File: src/hw/rtl/brt_pkg.sv
// Shared types, constants and gauge table for the battery report translator.
package brt_pkg;

   // Fixed byte positions and values within a report.
   localparam logic [4:0] POS_HEADER   = 5'd0;
   localparam logic [4:0] POS_CLASS    = 5'd2;
   localparam logic [4:0] POS_KIND     = 5'd3;
   localparam logic [4:0] POS_VOLT_HI  = 5'd4;
   localparam logic [4:0] POS_VOLT_LO  = 5'd5;
   localparam logic [4:0] POS_STATUS   = 5'd6;
   localparam logic [4:0] POS_MAX      = 5'd31;

   localparam logic [7:0] HEADER_BYTE  = 8'h11;
   localparam logic [7:0] CLASS_BYTE   = 8'h08;
   localparam logic [7:0] KIND_BYTE    = 8'h0a;
   localparam logic [7:0] CHARGE_BYTE  = 8'h03;

   // Piecewise-linear gauge: breakpoints from the top, in mV and percent.
   localparam int GAUGE_POINTS = 8;
   localparam logic [15:0] GAUGE_MV [GAUGE_POINTS] = '{
      16'd4100, 16'd3950, 16'd3850, 16'd3750,
      16'd3650, 16'd3500, 16'd3300, 16'd3150
   };
   localparam logic [6:0] GAUGE_PCT [GAUGE_POINTS] = '{
      7'd100, 7'd80, 7'd60, 7'd40, 7'd20, 7'd10, 7'd5, 7'd0
   };

   // Scaling geometry: the quotient never exceeds 20, so five bits suffice, and
   // every product the gauge forms stays below 4096.
   localparam int QUOT_BITS   = 5;
   localparam int PROD_BITS   = 12;
   localparam int RECIP_BITS  = 14;
   localparam int RECIP_SHIFT = 20;

   // Rounded-up reciprocal of each segment span, scaled by 2^RECIP_SHIFT. The
   // rounding error is too small to change any quotient below 4096 / span.
   localparam logic [RECIP_BITS-1:0] GAUGE_RECIP [GAUGE_POINTS-1] = '{
      14'd6991, 14'd10486, 14'd10486, 14'd10486, 14'd6991, 14'd5243, 14'd6991
   };

   // Queue between the byte parser and the gauge unit.
   localparam int QUEUE_DEPTH = 2;

   typedef struct packed {
      logic        ok;
      logic [15:0] millivolts;
      logic        charging;
   } job_type;

   typedef enum logic [1:0] {
      BK_IDLE,
      BK_MUL,
      BK_DIV,
      BK_DONE
   } back_state_type;

endpackage

File: src/hw/rtl/brt_front.sv
// Byte parser: tracks position, checks the header and hands finished reports on.
module brt_front #(
   parameter int MIN_REPORT_LEN = 20
) (
   input  logic             clock,
   input  logic             reset,
   input  logic             req_valid,
   output logic             req_ready,
   input  logic [7:0]       req_data_byte,
   input  logic             req_last_byte,
   input  logic             queue_full,
   output logic             push,
   output brt_pkg::job_type push_job
);

   localparam logic [5:0] MinLen = 6'(MIN_REPORT_LEN);

   logic [4:0]  pos_ff, pos_in;
   logic        header_ff, header_in;
   logic [15:0] volt_ff, volt_in;
   logic        chg_ff, chg_in;
   logic        hdr_next;
   logic [15:0] volt_next;
   logic        chg_next;
   logic        take;

   assign req_ready = !queue_full;
   assign take      = req_valid && req_ready;

   always_comb begin
      hdr_next  = header_ff;
      volt_next = volt_ff;
      chg_next  = chg_ff;
      case (pos_ff)
         brt_pkg::POS_HEADER: begin
            if (req_data_byte != brt_pkg::HEADER_BYTE) hdr_next = 1'b0;
         end
         brt_pkg::POS_CLASS: begin
            if (req_data_byte != brt_pkg::CLASS_BYTE) hdr_next = 1'b0;
         end
         brt_pkg::POS_KIND: begin
            if (req_data_byte != brt_pkg::KIND_BYTE) hdr_next = 1'b0;
         end
         brt_pkg::POS_VOLT_HI: volt_next = {req_data_byte, volt_ff[7:0]};
         brt_pkg::POS_VOLT_LO: volt_next = {volt_ff[15:8], req_data_byte};
         brt_pkg::POS_STATUS:  chg_next  = (req_data_byte == brt_pkg::CHARGE_BYTE);
         default: ;
      endcase

      push                = take && req_last_byte;
      push_job.ok         = hdr_next && (({1'b0, pos_ff} + 6'd1) >= MinLen);
      push_job.millivolts = volt_next;
      push_job.charging   = chg_next;

      pos_in    = pos_ff;
      header_in = header_ff;
      volt_in   = volt_ff;
      chg_in    = chg_ff;
      if (take) begin
         if (req_last_byte) begin
            pos_in    = '0;
            header_in = 1'b1;
            volt_in   = '0;
            chg_in    = 1'b0;
         end else begin
            pos_in    = (pos_ff < brt_pkg::POS_MAX) ? pos_ff + 5'd1 : pos_ff;
            header_in = hdr_next;
            volt_in   = volt_next;
            chg_in    = chg_next;
         end
      end
   end

   always_ff @(posedge clock) begin
      if (reset) begin
         pos_ff    <= '0;
         header_ff <= 1'b1;
         volt_ff   <= '0;
         chg_ff    <= 1'b0;
      end else begin
         pos_ff    <= pos_in;
         header_ff <= header_in;
         volt_ff   <= volt_in;
         chg_ff    <= chg_in;
      end
   end

endmodule

File: src/hw/rtl/brt_queue.sv
// Two-entry queue of finished reports between the parser and the gauge unit.
module brt_queue (
   input  logic             clock,
   input  logic             reset,
   input  logic             push,
   input  brt_pkg::job_type push_job,
   input  logic             pop,
   output brt_pkg::job_type head_job,
   output logic             empty,
   output logic             full
);

   localparam int PtrBits = $clog2(brt_pkg::QUEUE_DEPTH);
   localparam int CntBits = $clog2(brt_pkg::QUEUE_DEPTH + 1);

   brt_pkg::job_type     entries_ff [brt_pkg::QUEUE_DEPTH];
   logic [PtrBits-1:0]   wr_ptr_ff, wr_ptr_in;
   logic [PtrBits-1:0]   rd_ptr_ff, rd_ptr_in;
   logic [CntBits-1:0]   count_ff, count_in;

   assign empty    = (count_ff == '0);
   assign full     = (count_ff == CntBits'(brt_pkg::QUEUE_DEPTH));
   assign head_job = entries_ff[rd_ptr_ff];

   always_comb begin
      wr_ptr_in = wr_ptr_ff;
      rd_ptr_in = rd_ptr_ff;
      count_in  = count_ff;
      if (push) begin
         wr_ptr_in = (wr_ptr_ff == PtrBits'(brt_pkg::QUEUE_DEPTH - 1)) ? '0
                                                                      : wr_ptr_ff + 1'b1;
      end
      if (pop) begin
         rd_ptr_in = (rd_ptr_ff == PtrBits'(brt_pkg::QUEUE_DEPTH - 1)) ? '0
                                                                      : rd_ptr_ff + 1'b1;
      end
      if (push && !pop) begin
         count_in = count_ff + 1'b1;
      end else if (pop && !push) begin
         count_in = count_ff - 1'b1;
      end
   end

   always_ff @(posedge clock) begin
      if (reset) begin
         wr_ptr_ff <= '0;
         rd_ptr_ff <= '0;
         count_ff  <= '0;
      end else begin
         wr_ptr_ff <= wr_ptr_in;
         rd_ptr_ff <= rd_ptr_in;
         count_ff  <= count_in;
      end
   end

   always_ff @(posedge clock) begin
      if (push) begin
         entries_ff[wr_ptr_ff] <= push_job;
      end
   end

endmodule

File: src/hw/rtl/brt_back.sv
// Gauge unit: segment lookup, one multiply and a reciprocal scaling per report.
module brt_back (
   input  logic             clock,
   input  logic             reset,
   input  brt_pkg::job_type head_job,
   input  logic             empty,
   output logic             pop,
   output logic             rsp_valid,
   input  logic             rsp_ready,
   output logic             rsp_translated,
   output logic [6:0]       rsp_percentage,
   output logic             rsp_charging
);

   localparam int ScaledBits = brt_pkg::PROD_BITS + brt_pkg::RECIP_BITS;

   brt_pkg::back_state_type state_ff, state_in;

   logic [6:0]                     base_ff, base_in;
   logic [7:0]                     diff_ff, diff_in;
   logic [4:0]                     prange_ff, prange_in;
   logic [brt_pkg::RECIP_BITS-1:0] recip_ff, recip_in;
   logic [brt_pkg::PROD_BITS-1:0]  prod_ff, prod_in;
   logic [brt_pkg::QUOT_BITS-1:0]  quot_ff, quot_in;
   logic                           ok_ff, ok_in;
   logic                           chg_ff, chg_in;
   logic                           out_valid_ff, out_valid_in;
   logic                           out_trans_ff, out_trans_in;
   logic [6:0]                     out_pct_ff, out_pct_in;
   logic                           out_chg_ff, out_chg_in;

   logic [6:0]                     seg_base;
   logic [7:0]                     seg_diff;
   logic [4:0]                     seg_prange;
   logic [brt_pkg::RECIP_BITS-1:0] seg_recip;
   logic                           seg_found;
   logic [12:0]                    product;
   logic [ScaledBits-1:0]          scaled;
   logic                           out_free;

   assign rsp_valid      = out_valid_ff;
   assign rsp_translated = out_trans_ff;
   assign rsp_percentage = out_pct_ff;
   assign rsp_charging   = out_chg_ff;
   assign out_free       = !out_valid_ff || rsp_ready;

   // Segment lookup: the first breakpoint from the top at or below the voltage wins.
   always_comb begin
      seg_base   = '0;
      seg_diff   = '0;
      seg_prange = '0;
      seg_recip  = '0;
      seg_found  = 1'b0;
      if (head_job.ok) begin
         if (head_job.millivolts >= brt_pkg::GAUGE_MV[0]) begin
            seg_base = brt_pkg::GAUGE_PCT[0];
         end else if (head_job.millivolts > brt_pkg::GAUGE_MV[brt_pkg::GAUGE_POINTS-1]) begin
            for (int i = 0; i < brt_pkg::GAUGE_POINTS - 1; i++) begin
               if (!seg_found && head_job.millivolts >= brt_pkg::GAUGE_MV[i+1]) begin
                  seg_found  = 1'b1;
                  seg_base   = brt_pkg::GAUGE_PCT[i+1];
                  seg_diff   = 8'(head_job.millivolts - brt_pkg::GAUGE_MV[i+1]);
                  seg_prange = 5'(brt_pkg::GAUGE_PCT[i] - brt_pkg::GAUGE_PCT[i+1]);
                  seg_recip  = brt_pkg::GAUGE_RECIP[i];
               end
            end
         end
      end
   end

   assign product = 13'(diff_ff) * 13'(prange_ff);
   assign scaled  = ScaledBits'(prod_ff) * ScaledBits'(recip_ff);

   always_comb begin
      state_in     = state_ff;
      base_in      = base_ff;
      diff_in      = diff_ff;
      prange_in    = prange_ff;
      recip_in     = recip_ff;
      prod_in      = prod_ff;
      quot_in      = quot_ff;
      ok_in        = ok_ff;
      chg_in       = chg_ff;
      pop          = 1'b0;
      out_valid_in = out_valid_ff && !rsp_ready;
      out_trans_in = out_trans_ff;
      out_pct_in   = out_pct_ff;
      out_chg_in   = out_chg_ff;

      case (state_ff)
         brt_pkg::BK_IDLE: begin
            if (!empty) begin
               pop       = 1'b1;
               ok_in     = head_job.ok;
               chg_in    = head_job.ok && head_job.charging;
               base_in   = seg_base;
               diff_in   = seg_diff;
               prange_in = seg_prange;
               recip_in  = seg_recip;
               state_in  = brt_pkg::BK_MUL;
            end
         end
         brt_pkg::BK_MUL: begin
            prod_in  = product[brt_pkg::PROD_BITS-1:0];
            state_in = brt_pkg::BK_DIV;
         end
         brt_pkg::BK_DIV: begin
            // Division by the segment span, done as a multiply by its reciprocal.
            quot_in  = scaled[brt_pkg::RECIP_SHIFT+brt_pkg::QUOT_BITS-1:brt_pkg::RECIP_SHIFT];
            state_in = brt_pkg::BK_DONE;
         end
         brt_pkg::BK_DONE: begin
            if (out_free) begin
               out_valid_in = 1'b1;
               out_trans_in = ok_ff;
               out_pct_in   = base_ff + 7'(quot_ff);
               out_chg_in   = chg_ff;
               state_in     = brt_pkg::BK_IDLE;
            end
         end
         default: state_in = brt_pkg::BK_IDLE;
      endcase
   end

   always_ff @(posedge clock) begin
      if (reset) begin
         state_ff     <= brt_pkg::BK_IDLE;
         out_valid_ff <= 1'b0;
      end else begin
         state_ff     <= state_in;
         out_valid_ff <= out_valid_in;
      end
   end

   always_ff @(posedge clock) begin
      base_ff      <= base_in;
      diff_ff      <= diff_in;
      prange_ff    <= prange_in;
      recip_ff     <= recip_in;
      prod_ff      <= prod_in;
      quot_ff      <= quot_in;
      ok_ff        <= ok_in;
      chg_ff       <= chg_in;
      out_trans_ff <= out_trans_in;
      out_pct_ff   <= out_pct_in;
      out_chg_ff   <= out_chg_in;
   end

endmodule

File: src/hw/rtl/battery_report_translator_core.sv
// Top level of the battery report translator: parser, queue and gauge unit.
//
// Reports arrive one byte per transfer on the req_ channel; req_last_byte marks
// the final byte. Every report gives exactly one transfer on the rsp_ channel:
// rsp_translated is set when the report is long enough and its header bytes
// match, and then rsp_percentage carries the state of charge from an 8-point
// piecewise-linear gauge, with rsp_charging from the status byte.
// Bytes are taken one per cycle while the report queue has room. The final
// byte enters a two-entry queue; the gauge unit then takes it through lookup,
// multiply, reciprocal scaling and output load, and it takes no new report
// from the queue until the output load is done, so the gauge unit, not the
// parser, sets how fast reports are finished.
// If the receiver stalls, the result waits in the output register, the gauge
// unit holds its next result, the queue fills and req_ready then falls.
// A synchronous reset empties the queue, drops rsp_valid and returns the parser
// to the start of a report.
module battery_report_translator_core #(
   parameter int MIN_REPORT_LEN = 20
) (
   input  logic       clock,
   input  logic       reset,
   input  logic       req_valid,
   output logic       req_ready,
   input  logic [7:0] req_data_byte,
   input  logic       req_last_byte,
   output logic       rsp_valid,
   input  logic       rsp_ready,
   output logic       rsp_translated,
   output logic [6:0] rsp_percentage,
   output logic       rsp_charging
);

   brt_pkg::job_type push_job;
   brt_pkg::job_type head_job;
   logic             push;
   logic             pop;
   logic             empty;
   logic             full;

   brt_front #(
      .MIN_REPORT_LEN (MIN_REPORT_LEN)
   ) u_front (
      .clock         (clock),
      .reset         (reset),
      .req_valid     (req_valid),
      .req_ready     (req_ready),
      .req_data_byte (req_data_byte),
      .req_last_byte (req_last_byte),
      .queue_full    (full),
      .push          (push),
      .push_job      (push_job)
   );

   brt_queue u_queue (
      .clock    (clock),
      .reset    (reset),
      .push     (push),
      .push_job (push_job),
      .pop      (pop),
      .head_job (head_job),
      .empty    (empty),
      .full     (full)
   );

   brt_back u_back (
      .clock          (clock),
      .reset          (reset),
      .head_job       (head_job),
      .empty          (empty),
      .pop            (pop),
      .rsp_valid      (rsp_valid),
      .rsp_ready      (rsp_ready),
      .rsp_translated (rsp_translated),
      .rsp_percentage (rsp_percentage),
      .rsp_charging   (rsp_charging)
   );

endmodule

File: config.mk
export PLATFORM = sky130hd
export DESIGN_NAME = battery_report_translator_core
export DESIGN_NICKNAME = d
export VERILOG_FILES = /design/src/hw/rtl/brt_pkg.sv /design/src/hw/rtl/brt_front.sv /design/src/hw/rtl/brt_queue.sv /design/src/hw/rtl/brt_back.sv /design/src/hw/rtl/battery_report_translator_core.sv
export SDC_FILE = /design/constraint.sdc
export NUM_CORES = 1
export LEC_CHECK = 0
export ABC_CLOCK_PERIOD_IN_PS = 7400
export BUFFER_PORTS_ARGS = -buffer_cell sky130_fd_sc_hd__buf_4
export CORE_MARGIN = 2
export CORE_UTILIZATION = 30
export DETAILED_ROUTE_END_ITERATION = 16
export GPL_TIMING_DRIVEN = 0
export PLACE_DENSITY_LB_ADDON = 0.15
export SLEW_MARGIN = 10
export SYNTH_ARGS = -nofsm -noshare
export SYNTH_HDL_FRONTEND = slang
export SYNTH_HIERARCHICAL = 1
export SYNTH_SLANG_ARGS = --single-unit
File: constraint.sdc
create_clock -name clock -period 7.4 [get_ports clock]
set_input_delay 1.48 -clock clock [delete_from_list [all_inputs] [get_ports clock]]
set_output_delay 1.48 -clock clock [all_outputs]
set_load 0.005 [all_outputs]
# Yosys cells after proc, flatten, opt, wreduce, memory -nomap -nowiden
# Memory sizes are Yosys's and may differ from the RTL's. A register that Yosys moved wholly into a read port is not among the register bits.
# Cells that the tools add are included.
# W data, S select, Z words.
totals:
  mem_count: 1
  register_bits: 92
  ram_bits: 36
mem_list:
  columns: ["memory", "depth", "width", "read_ports", "rd_clocked_by_memory_dff", "write_ports", "line_no", "source"]
  rows:
  - ["u_queue.entries_ff", 2, 18, 1, 1, 1, "brt_queue.sv:16", "brt_pkg::job_type entries_ff [brt_pkg::QUEUE_DEPTH];"]
classes:
  n_reduce_logical: 38
  magnitude_cmp: 11
  n_eq_ne: 15
  bitwise_logic: 3
  muxes: 80
  mul: 2
  addsub: 14
op_table:
  columns: ["op", "n"]
  rows:
  - ["$ge A16 B12 Y1 const B", 7]
  - ["$mux W7", 9]
  - ["$mux W8", 7]
  - ["$mux W13", 4]
  - ["$mux W14", 3]
  - ["$mux W1", 40]
  - ["$pmux W16 S2", 1]
  - ["$mux W5", 6]
  - ["$mul A12 B14 Y25", 1]
  - ["$sub A8 B7 Y8 const B", 3]
  - ["$sub A8 B8 Y8 const B", 3]
  - ["$ge A16 B13 Y1 const B", 1]
  - ["$gt A16 B12 Y1 const B", 1]
  - ["$mux W16", 1]
  - ["$ne A8 B4 Y1 const B", 2]
  - ["$eq A5 B3 Y1 const B", 3]
  - ["$logic_and A1 B1 Y1", 13]
  - ["$mul A8 B5 Y12", 1]
  - ["$logic_not A1 Y1", 11]
  - ["$eq A5 B2 Y1 const B", 2]
  - ["$eq A8 B2 Y1 const B", 1]
  - ["$mux W2", 4]
  - ["$ne A8 B5 Y1 const B", 1]
  - ["$pmux W2 S4", 1]
  - ["26 further kinds", 37]

# Longest topological paths before layout
# Gate-level depths: netlist of run 1.
depth:
  depth_word: 40
  ltp_mapped: 21
  ltp_nobuf: 20

# Modules after synthesis
# The synthesis of run 1 kept the hierarchy.
by_module_without_submodules:
  columns: ["module", "seq_area_each_um2", "instances", "cells_each", "area_per_inst_um2"]
  rows:
  - ["brt_back", 1621.6, 1, 947, 8928.6]
  - ["brt_queue", 1181.1, 1, 78, 1503.9]
  - ["brt_front", 460.4, 1, 172, 1447.6]

# Worst setup path before layout of run 1
# Ideal clock, no wire load.
synth_timing:
  kind: "register to register"
  startpoint: "register u_back/recip_ff[6] in the netlist's numbering"
  endpoint: "register u_back/quot_ff[3] in the netlist's numbering (data pin)"
  path_slack_ns: 1.951
  path_buffers: 1
  arrival_time_ns: 5.192
  setup_time_ns: 0.257
  path_stages_with_launch: 19
  path_cell_list: "edfxtp_1 > clkbuf_1 > and2_1 > fa_1 > fa_1 > fa_1 > fa_1 > inv_1 > fa_1 > inv_1 > ha_1 > a21o_1 > a21o_1 > a211oi_1 > a21oi_1 > and3_1 > or4_1 > and2_1 > xor2_1"
synth_via:
  elab_chain_cells: 1
synth_rtl:
  columns: ["item", "line_no", "source"]
  rows:
  - ["start, declared", "brt_back.sv:22", "logic [brt_pkg::RECIP_BITS-1:0] recip_ff, recip_in;"]
  - ["start signal, assigned", "brt_back.sv:139", "recip_ff <= recip_in;"]
  - ["$mul A12 B14 Y25", "brt_back.sv:72", "assign scaled = ScaledBits'(prod_ff) * ScaledBits'(recip_ff);"]
  - ["net u_back.scaled[23]", "brt_back.sv:38", "logic [ScaledBits-1:0] scaled;"]
  - ["end signal, assigned", "brt_back.sv:141", "quot_ff <= quot_in;"]
  - ["end, declared", "brt_back.sv:24", "logic [brt_pkg::QUOT_BITS-1:0] quot_ff, quot_in;"]
# The timed path passes the listed nets, and every way through them passes these cells.
# A chain may end at the register's enable or synchronous reset.

# Worst setup path after layout of run 1
layout_timing:
  startpoint: "register u_back/recip_ff[9] in the netlist's numbering"
  endpoint: "register u_back/quot_ff[4] in the netlist's numbering (data pin)"
# The elaborated chain is that of the path after synthesis.

==> results of run 1 <==
routing by layer:
metal,GRT usage,up-vias,share of wire
met1,0.187,4134,0.44
li1,-,4083,-
met4,0.0480,0,0.018
met5,0,-,0
met3,0.0146,24,0.029
met2,0.264,149,0.51
cell type report:
type / instances / area [um2]
clock inverter: 13 / 146
buffer: 46 / 233
sequential: 119 / 3260
fill: 4014 / 25500
timing repair buffer: 22 / 173
clock buffer: 19 / 433
inverter: 223 / 837
tap: 518 / 648
multi-input combinational: 809 / 7560
synthesized netlist by cell type (all sizes together), types with 7 or more instances:
library cell / number
edfxtp: 88
buf: 16
inv: 223
a211oi: 8
fa: 132
nand2: 98
a31oi: 11
a211o: 7
nor2b: 9
o21ai: 34
nand3: 18
and2: 59
xnor2: 33
a21oi: 67
ha: 104
nor3: 14
a21o: 11
a22o: 17
mux2: 18
a32oi: 9
dfxtp: 31
xor2: 8
nor2: 49
clkbuf: 30
sequential cells by signal, summed over array words and instances, names as in the netlist, named ones only:
register,cells
u_back/base_ff,7
u_back/chg_ff,1
u_back/diff_ff,8
u_back/ok_ff,1
u_back/prange_ff,3
u_back/prod_ff,12
u_back/quot_ff,5
u_back/recip_ff,6
u_back/rsp_charging,1
u_back/rsp_percentage,7
u_back/rsp_translated,1
u_back/rsp_valid,1
u_back/state_ff,2
u_front/chg_ff,1
u_front/header_ff,1
u_front/pos_ff,5
u_front/volt_ff,16
u_queue/count_ff,2
u_queue/entries_ff,36
u_queue/rd_ptr_ff,1
u_queue/wr_ptr_ff,1
worst paths after layout:
check                          endpoint  slack, ps  depth (start not counted)
setup / recovery      u_back/quot_ff[4]        920                         19
hold / removal    u_back/rsp_translated        430                          0
setup reg to reg      u_back/quot_ff[4]        920                         19
hold reg to reg   u_back/rsp_translated        430                          0
through the flow:
stage	setup slack, ps	hold slack, ps	util	std cells	instance area [um2]
floorplan	1950	400	-	1197	11900
global placement	793	408	0.327	1736	12700
detailed placement	831	419	0.327	1737	12700
CTS	782	431	0.342	1769	13300
global route	521	438	0.342	1769	13300
finish	921	428	0.342	1769	13300
cells by family after synthesis:
logic type                 after synthesis  synth area share
AOI/OAI and AO/OA                      216             0.124
xor gates and xnor gates                41            0.0302
adders and majority gates              238             0.334
buffers and inverters                  269            0.0900
DFF                                    119             0.275
muxes                                   20            0.0187
and+or+nand+nor                        294             0.128
critical path: stages (launching register included):
cell and delay (ps):
sky130_fd_sc_hd__edfxtp_1 420, sky130_fd_sc_hd__clkbuf_1 460, sky130_fd_sc_hd__nand2_1 230, sky130_fd_sc_hd__fa_1 580
sky130_fd_sc_hd__inv_1 50, sky130_fd_sc_hd__fa_1 500, sky130_fd_sc_hd__fa_1 550, sky130_fd_sc_hd__inv_1 70
sky130_fd_sc_hd__fa_1 530, sky130_fd_sc_hd__inv_1 40, sky130_fd_sc_hd__ha_1 320, sky130_fd_sc_hd__ha_1 320
sky130_fd_sc_hd__a211oi_1 300, sky130_fd_sc_hd__o21ai_0 180, sky130_fd_sc_hd__a21oi_1 310, sky130_fd_sc_hd__o211ai_1 320
sky130_fd_sc_hd__and3_1 300, sky130_fd_sc_hd__or4_1 430, sky130_fd_sc_hd__a31oi_1 220, sky130_fd_sc_hd__xnor2_1 90
==> impl_metrics.py, run 1 <==
metrics = {
    "synth": {
        "synth.top_cell.area_share": 0.222,
        "dominantRegCellSynth": "sky130_fd_sc_hd__edfxtp_1",
        "synth-edff-count": 88,
        "synthDistinctLibCells": 78,
        "netlist_instances": 1197,
        "yosys.area.top_type": "sky130_fd_sc_hd__edfxtp_1",
        "synth_seq_cells": 119,
        "synth_top_cells_by_area": "sky130_fd_sc_hd__edfxtp_1, sky130_fd_sc_hd__fa_1, sky130_fd_sc_hd__ha_1, sky130_fd_sc_hd__inv_1, sky130_fd_sc_hd__dfxtp_1",
        "ys_seq_area_frac": 0.275,
        "postSynthAreaPerCell_um2": 9.92,
        "syn_area_um2": 11900,
        "asyncSetResetFlopFracSynth": 0,
        "synth-warning-count": 6,
        "synthesis.nets": 1446,
    },
    "floorplan": {
        "num_io_pins": 24,
        "die_x_um": 203,
        "start_util": 0.306,
        "y_dimension_of_the_die_um": 203,
        "die-area_um2": 41200,
        "fp.coreArea_um2": 38800,
        "floorplan.rows": 72,
    },
    "detailed_routing": {
        "via_count": 8390,
        "detail_route.first_pass.iterations": 5,
        "route.detailed.vias_per_inst": 4.74,
        "ant_nets": 0,
        "wire_per_inst_um": 16.5,
        "drt_iter0_drc": 465,
        "remaining_drc_errors": 0,
        "routed_wirelength_mm": 29.2,
    },
    "timing": {
        "relSlewSlack": 0.231,
        "max_freq_mhz": 154,
        "max_slew.worst_pin.slew_ps": 1140,
        "final_hold_vios": 0,
        "rsz0062_at_grt": "false",
        "timing.final.setup_violations": 0,
        "skew_ps": 20.0,
        "layout_worst_path_cycle_share": 0.876,
        "final_max_slew_viol_count": 0,
        "min_period_ps": 6480,
        "setup-tns-final_ps": 0,
    },
    "grt": {
        "globalRouteTotalUtil": 0.148,
        "grt_start_max_net_pins": 29,
        "globalRouteOverflowTotal": 0,
        "first_global_vias": 8696,
        "antenna_found_initial": 1,
        "wire_length_of_the_first_global_routing_pass_mm": 47.8,
    },
    "setup_path": {
        "worst-endpoint-arrival_ps": 6630,
        "cp_max_fo": 10,
        "worst-setup-path-type": "flip-flop to flip-flop",
        "timing.rr.start": "u_back/recip_ff[9]",
        "setup.worst_path.start_class": "flip-flop",
        "timing.critical_path.to_type": "flip-flop",
        "timing.critical_path.required_ps": 7550,
        "setup.worst_path.start": "u_back/recip_ff[9]",
    },
    "place": {
        "final_gp_congestion": 0.850,
        "port_buffers": 21,
        "dp.final_hpwl_mm": 23.9,
    },
    "final_layout": {
        "n_antenna_cell": 0,
        "layout.cells.most_common": "sky130_fd_sc_hd__inv_1",
        "synthToLayoutAreaGrowth_pct": 11.9,
        "commonest_non_fill_non_tap_cells_in_the_layout": "sky130_fd_sc_hd__inv_1, sky130_fd_sc_hd__fa_1, sky130_fd_sc_hd__ha_1",
        "drive_above_1_share": 0.0855,
        "final_net_count": 1487,
    },
    "clock_network": {
        "cts_sinks": 119,
        "htree_num_levels": 4,
        "clkTransAtPathRegs_ps": 60,
        "post_cts_resized": 0,
        "cts.repair_timing.setup_buffer_count": 0,
        "cts-buffers-inserted": 17,
        "cts_hold_repair.buffers": 0,
        "insertion_delay_ps": 420,
        "clk_path_buf_depth": 2,
        "tritoncts": "built",
        "root_buffer": "sky130_fd_sc_hd__clkbuf_16",
    },
    "job": {
        "maxCapViolations": 0,
    },
    "min_path": {
        "hold_path_startpoint": "u_back/ok_ff",
        "hp-class": "flip-flop to flip-flop",
    },
    "outcome": {
        "run_status": "completed",
    },
}
Power of run 1 is left out: the tool's default activity adds up to more than one toggle a clock period on the data nets, which glitch-free logic cannot reach.
==> inputs of run 2 (changes only) <==
--- a/config.mk
+++ b/config.mk
@@ -11,7 +11,6 @@
 export CORE_UTILIZATION = 30
 export DETAILED_ROUTE_END_ITERATION = 16
 export GPL_TIMING_DRIVEN = 0
-export PLACE_DENSITY_LB_ADDON = 0.15
 export SLEW_MARGIN = 10
 export SYNTH_ARGS = -nofsm -noshare
 export SYNTH_HDL_FRONTEND = slang
==> impl_metrics.py, run 2 (same netlist as run 1, synthesis figures left out) <==
metrics = {
    "setup_path": {
        "worst-endpoint-arrival_ps": 6580,
        "timing.critical_path.to_type": "flip-flop",
        "worst-setup-path-type": "flip-flop to flip-flop",
        "timing.rr.start": "u_back/recip_ff[6]",
        "cp_max_fo": 10,
        "timing.critical_path.required_ps": 7550,
        "setup.worst_path.start": "u_back/recip_ff[6]",
        "setup.worst_path.start_class": "flip-flop",
    },
    "detailed_routing": {
        "route.detailed.vias_per_inst": 4.85,
        "via_count": 8576,
        "ant_nets": 0,
        "routed_wirelength_mm": 26.4,
        "detail_route.first_pass.iterations": 5,
        "remaining_drc_errors": 0,
        "drt_iter0_drc": 500,
        "wire_per_inst_um": 14.9,
    },
    "job": {
        "maxCapViolations": 0,
    },
    "timing": {
        "final_hold_vios": 0,
        "relSlewSlack": 0.394,
        "final_max_slew_viol_count": 0,
        "layout_worst_path_cycle_share": 0.869,
        "setup-tns-final_ps": 0,
        "timing.final.setup_violations": 0,
        "rsz0062_at_grt": "false",
        "skew_ps": 17.3,
        "min_period_ps": 6430,
        "max_slew.worst_pin.slew_ps": 902,
        "max_freq_mhz": 156,
    },
    "min_path": {
        "hold_path_startpoint": "u_back/ok_ff",
        "hp-class": "flip-flop to flip-flop",
    },
    "floorplan": {
        "num_io_pins": 24,
        "die-area_um2": 41200,
        "floorplan.rows": 72,
        "start_util": 0.306,
        "y_dimension_of_the_die_um": 203,
        "die_x_um": 203,
        "fp.coreArea_um2": 38800,
    },
    "final_layout": {
        "final_net_count": 1487,
        "n_antenna_cell": 0,
        "largest_reg_by_ff_count": "u_queue/entries_ff",
        "drive_above_1_share": 0.0879,
        "layout.cells.most_common": "sky130_fd_sc_hd__inv_1",
        "top_regs": "u_queue/entries_ff (36), u_front/volt_ff (16), u_back/prod_ff (12)",
        "synthToLayoutAreaGrowth_pct": 12.1,
        "final_design_area_no_fill_um2": 13300,
        "largest_register_ff_count": 36,
        "commonest_non_fill_non_tap_cells_in_the_layout": "sky130_fd_sc_hd__inv_1, sky130_fd_sc_hd__fa_1, sky130_fd_sc_hd__ha_1",
    },
    "grt": {
        "grt_start_max_net_pins": 29,
        "globalRouteTotalUtil": 0.131,
        "first_global_vias": 8676,
        "globalRouteOverflowTotal": 0,
        "antenna_found_initial": 1,
        "wire_length_of_the_first_global_routing_pass_mm": 43.2,
    },
    "clock_network": {
        "root_buffer": "sky130_fd_sc_hd__clkbuf_16",
        "tritoncts": "built",
        "insertion_delay_ps": 420,
        "clk_path_buf_depth": 2,
        "cts_hold_repair.buffers": 0,
        "htree_num_levels": 4,
        "cts-buffers-inserted": 17,
        "cts_sinks": 119,
        "clkTransAtPathRegs_ps": 60,
        "post_cts_resized": 0,
        "cts.repair_timing.setup_buffer_count": 0,
    },
    "place": {
        "final_gp_congestion": 0.919,
        "port_buffers": 21,
        "postPlaceCellArea_um2": 12700,
        "dp.final_hpwl_mm": 21.6,
    },
    "outcome": {
        "run_status": "completed",
    },
}
[run 2: cell types whose count changed in the layout (fill, tap and decap cells not counted)]
| cell | change |
|---|---|
| sky130_fd_sc_hd__clkinvlp_4 | -1 |
| sky130_fd_sc_hd__clkbuf_1 | -2 |
| sky130_fd_sc_hd__inv_8 | +3 |
| sky130_fd_sc_hd__clkinv_2 | -2 |
| sky130_fd_sc_hd__inv_6 | +2 |
| sky130_fd_sc_hd__nor4_2 | +1 |
| sky130_fd_sc_hd__nor4_1 | -1 |
[run 2: area by class of cell]
type                    count  area, um2
well taps                 518        648
inverters                 223        837
flip-flops and latches    119       3260
multi-input cells         809       7560
repair buffers             22        173
clock buffers              17        425
fillers                  3929      25500
clock inverters            15        180
plain buffers              46        233
[run 2: routing by layer]
layer / GRT usage / up-vias / share of wire
met3: 0.0204 / 55 / 0.047
li1: - / 4090 / -
met4: 0.0618 / 0 / 0.036
met5: 0 / - / 0
met2: 0.222 / 260 / 0.49
met1: 0.162 / 4171 / 0.42
[run 2: worst max-delay path: stages, from the launching register on]
cell and delay, ps:
sky130_fd_sc_hd__edfxtp_1 490, sky130_fd_sc_hd__clkbuf_1 450, sky130_fd_sc_hd__and2_1 250, sky130_fd_sc_hd__fa_1 450, sky130_fd_sc_hd__fa_1 520, sky130_fd_sc_hd__fa_1 520
sky130_fd_sc_hd__fa_1 540, sky130_fd_sc_hd__inv_1 60, sky130_fd_sc_hd__fa_1 540, sky130_fd_sc_hd__inv_1 50, sky130_fd_sc_hd__ha_1 300, sky130_fd_sc_hd__a21o_1 160
sky130_fd_sc_hd__a21o_1 180, sky130_fd_sc_hd__a21oi_1 260, sky130_fd_sc_hd__o211ai_1 300, sky130_fd_sc_hd__and3_1 290, sky130_fd_sc_hd__or4_1 440, sky130_fd_sc_hd__a31oi_1 270
sky130_fd_sc_hd__xnor2_1 110
[run 2: path summary, 6_finish.rpt]
| kind | cells after the start | slack, ps | to |
|---|---|---|---|
| worst max-delay path | 18 | 970 | u_back/quot_ff[4] |
| worst max register to register | 18 | 970 | u_back/quot_ff[4] |
| worst min-delay path | 0 | 430 | u_back/rsp_translated |
| worst min register to register | 0 | 430 | u_back/rsp_translated |
[run 2: through the flow]
step	hold slack [ps]	util	worst slack, ps	std cells
floorplan	400	-	1950	1197
global placement	410	0.327	1000	1736
detailed placement	409	0.327	966	1737
CTS	422	0.343	837	1769
global route	426	0.343	593	1769
finish	427	0.343	973	1769
Power of run 2 is left out for the same reason.
==> inputs of run 3 (changes only) <==
--- a/config.mk
+++ b/config.mk
@@ -8,11 +8,13 @@
 export ABC_CLOCK_PERIOD_IN_PS = 7400
 export BUFFER_PORTS_ARGS = -buffer_cell sky130_fd_sc_hd__buf_4
 export CORE_MARGIN = 2
-export CORE_UTILIZATION = 30
+export CORE_UTILIZATION = 45
 export DETAILED_ROUTE_END_ITERATION = 16
 export GPL_TIMING_DRIVEN = 0
+export SKIP_CTS_REPAIR_TIMING = 1
 export SLEW_MARGIN = 10
 export SYNTH_ARGS = -nofsm -noshare
 export SYNTH_HDL_FRONTEND = slang
 export SYNTH_HIERARCHICAL = 1
 export SYNTH_SLANG_ARGS = --single-unit
+export TNS_END_PERCENT = 50
==> impl_metrics.py, run 3 (same netlist as run 1, synthesis figures left out) <==
metrics = {
    "outcome": {
        "run_status": "completed",
    },
    "timing": {
        "timing.final.setup_violations": 0,
        "min_period_ps": 6420,
        "final_max_slew_viol_count": 0,
        "layout_worst_path_cycle_share": 0.868,
        "rsz0062_at_grt": "false",
        "final_hold_vios": 0,
        "skew_ps": 19.0,
        "relSlewSlack": 0.153,
        "setup-tns-final_ps": 0,
        "max_slew.worst_pin.slew_ps": 1260,
        "max_freq_mhz": 156,
    },
    "final_layout": {
        "layoutNonFillerInstCount": 1586,
        "filler_cell_count": 2410,
        "synthToLayoutAreaGrowth_pct": 10.1,
        "top_regs": "u_queue/entries_ff (36), u_front/volt_ff (16), u_back/prod_ff (12)",
        "multi_input_comb_area_um2": 7560,
        "largest_register_ff_count": 36,
        "final-seq-area_um2": 3260,
        "largest_reg_by_ff_count": "u_queue/entries_ff",
        "n_antenna_cell": 0,
        "final_net_count": 1487,
        "layout.cells.most_common": "sky130_fd_sc_hd__inv_1",
        "drive_above_1_share": 0.0871,
        "commonest_non_fill_non_tap_cells_in_the_layout": "sky130_fd_sc_hd__inv_1, sky130_fd_sc_hd__fa_1, sky130_fd_sc_hd__ha_1",
        "utilization": 0.503,
    },
    "clock_network": {
        "cts-buffers-inserted": 17,
        "root_buffer": "sky130_fd_sc_hd__clkbuf_16",
        "htree_num_levels": 4,
        "tritoncts": "built",
        "clkTransAtPathRegs_ps": 60,
        "insertion_delay_ps": 420,
        "cts_sinks": 119,
        "clk_path_buf_depth": 2,
    },
    "floorplan": {
        "die-area_um2": 27700,
        "num_io_pins": 24,
        "die_x_um": 166,
        "fp.coreArea_um2": 26000,
        "start_util": 0.457,
        "floorplan.rows": 59,
        "y_dimension_of_the_die_um": 166,
    },
    "grt": {
        "grt_start_max_net_pins": 29,
        "first_global_vias": 8565,
        "globalRouteOverflowTotal": 0,
        "wire_length_of_the_first_global_routing_pass_mm": 45.2,
        "antenna_found_initial": 0,
        "globalRouteTotalUtil": 0.205,
    },
    "setup_path": {
        "timing.critical_path.to_type": "flip-flop",
        "slowest_stage_cell_cp": "sky130_fd_sc_hd__fa_1",
        "critical_path.reg2reg.endpoint": "u_back/quot_ff[4]",
        "reg2reg_slack_ps": 980,
        "critical-path-max-stage-delay_ps": 540,
        "worst-setup-path-type": "flip-flop to flip-flop",
        "cp_max_fo": 10,
        "worst-endpoint-arrival_ps": 6580,
        "timing.rr.start": "u_back/recip_ff[6]",
        "critical_path.cell_chain": "clkbuf_1 > and2_1 > fa_1 > fa_1 > fa_1 > fa_1 > inv_1 > fa_1 > inv_1 > ha_1 > a21o_1 > a21o_1 > a21oi_1 > o211ai_1 > and3_1 > or4_1 > a31oi_1 > xnor2_1",
        "cp.buffers_inverters": 3,
        "path_common_cell": "sky130_fd_sc_hd__fa_1",
        "timing.critical_path.required_ps": 7560,
        "worst_path_dominant_cell_family": "adder cells",
        "rr_worst_depth": 18,
        "setup.worst_path.start_class": "flip-flop",
    },
    "detailed_routing": {
        "ant_nets": 0,
        "routed_wirelength_mm": 27.8,
        "wire_per_inst_um": 17.5,
        "detail_route.first_pass.iterations": 5,
        "drt_iter0_drc": 588,
        "route.detailed.vias_per_inst": 5.38,
        "remaining_drc_errors": 0,
        "via_count": 8538,
    },
    "min_path": {
        "whs_endpoint": "u_back/rsp_translated",
        "hold_path_startpoint": "u_back/ok_ff",
        "hp-class": "flip-flop to flip-flop",
        "whs_path_depth": 0,
    },
    "place": {
        "port_buffers": 21,
        "place_inst": 1554,
        "final_gp_congestion": 0.914,
        "dp.final_hpwl_mm": 22.5,
    },
    "job": {
        "maxCapViolations": 0,
    },
}
-- run 3: worst max path at each step --
stage	startpoint	to	slack (ps)	depth (start not counted)
2_1_floorplan	u_back/recip_ff[6]	u_back/quot_ff[3]	1950	18
3_3_place_gp	u_back/recip_ff[6]	u_back/quot_ff[4]	930	18
3_5_place_dp	u_back/recip_ff[6]	u_back/quot_ff[4]	930	18
4_1_cts	u_back/recip_ff[6]	u_back/quot_ff[4]	920	18
5_1_grt	u_back/recip_ff[11]	u_back/quot_ff[4]	700	21
6_report	u_back/recip_ff[6]	u_back/quot_ff[4]	980	18
-- run 3: routing by layer --
layer | vias to the layer above | share of wire | track usage
li1 | 4096 | - | -
met1 | 4168 | 0.43 | 0.275
met2 | 242 | 0.50 | 0.348
met3 | 32 | 0.052 | 0.0297
met4 | 0 | 0.018 | 0.0581
met5 | - | 0 | 0
-- run 3: layout make-up --
type | instances | area share
Multi-Input combinational cell | 809 | 0.578
Clock buffer | 18 | 0.0344
Clock inverter | 14 | 0.0113
Tap cell | 335 | 0.0320
Buffer | 46 | 0.0178
Sequential cell | 119 | 0.249
Timing Repair Buffer | 22 | 0.0132
Inverter | 223 | 0.0640
-- run 3: metrics by stage --
stage | worst slack, ps | hold WS [ps] | instance area [um2]
floorplan | 1950 | 400 | 11900
detailed placement | 927 | 447 | 12500
global route | 697 | 457 | 13100
global placement | 929 | 442 | 12500
finish | 980 | 447 | 13100
CTS | 921 | 459 | 13100
-- run 3: worst register-to-register path: cells and delay by family (launching register included) --
| family | cells | cell delay (ps) |
|---|---|---|
| and+or+nand+nor | 3 | 1030 |
| buffers and inverters | 3 | 550 |
| DFF | 1 | 470 |
| adders and majority gates | 6 | 2860 |
| AOI/OAI and AO/OA | 5 | 1190 |
| xor gates and xnor gates | 1 | 90 |
Power of run 3 is left out for the same reason.
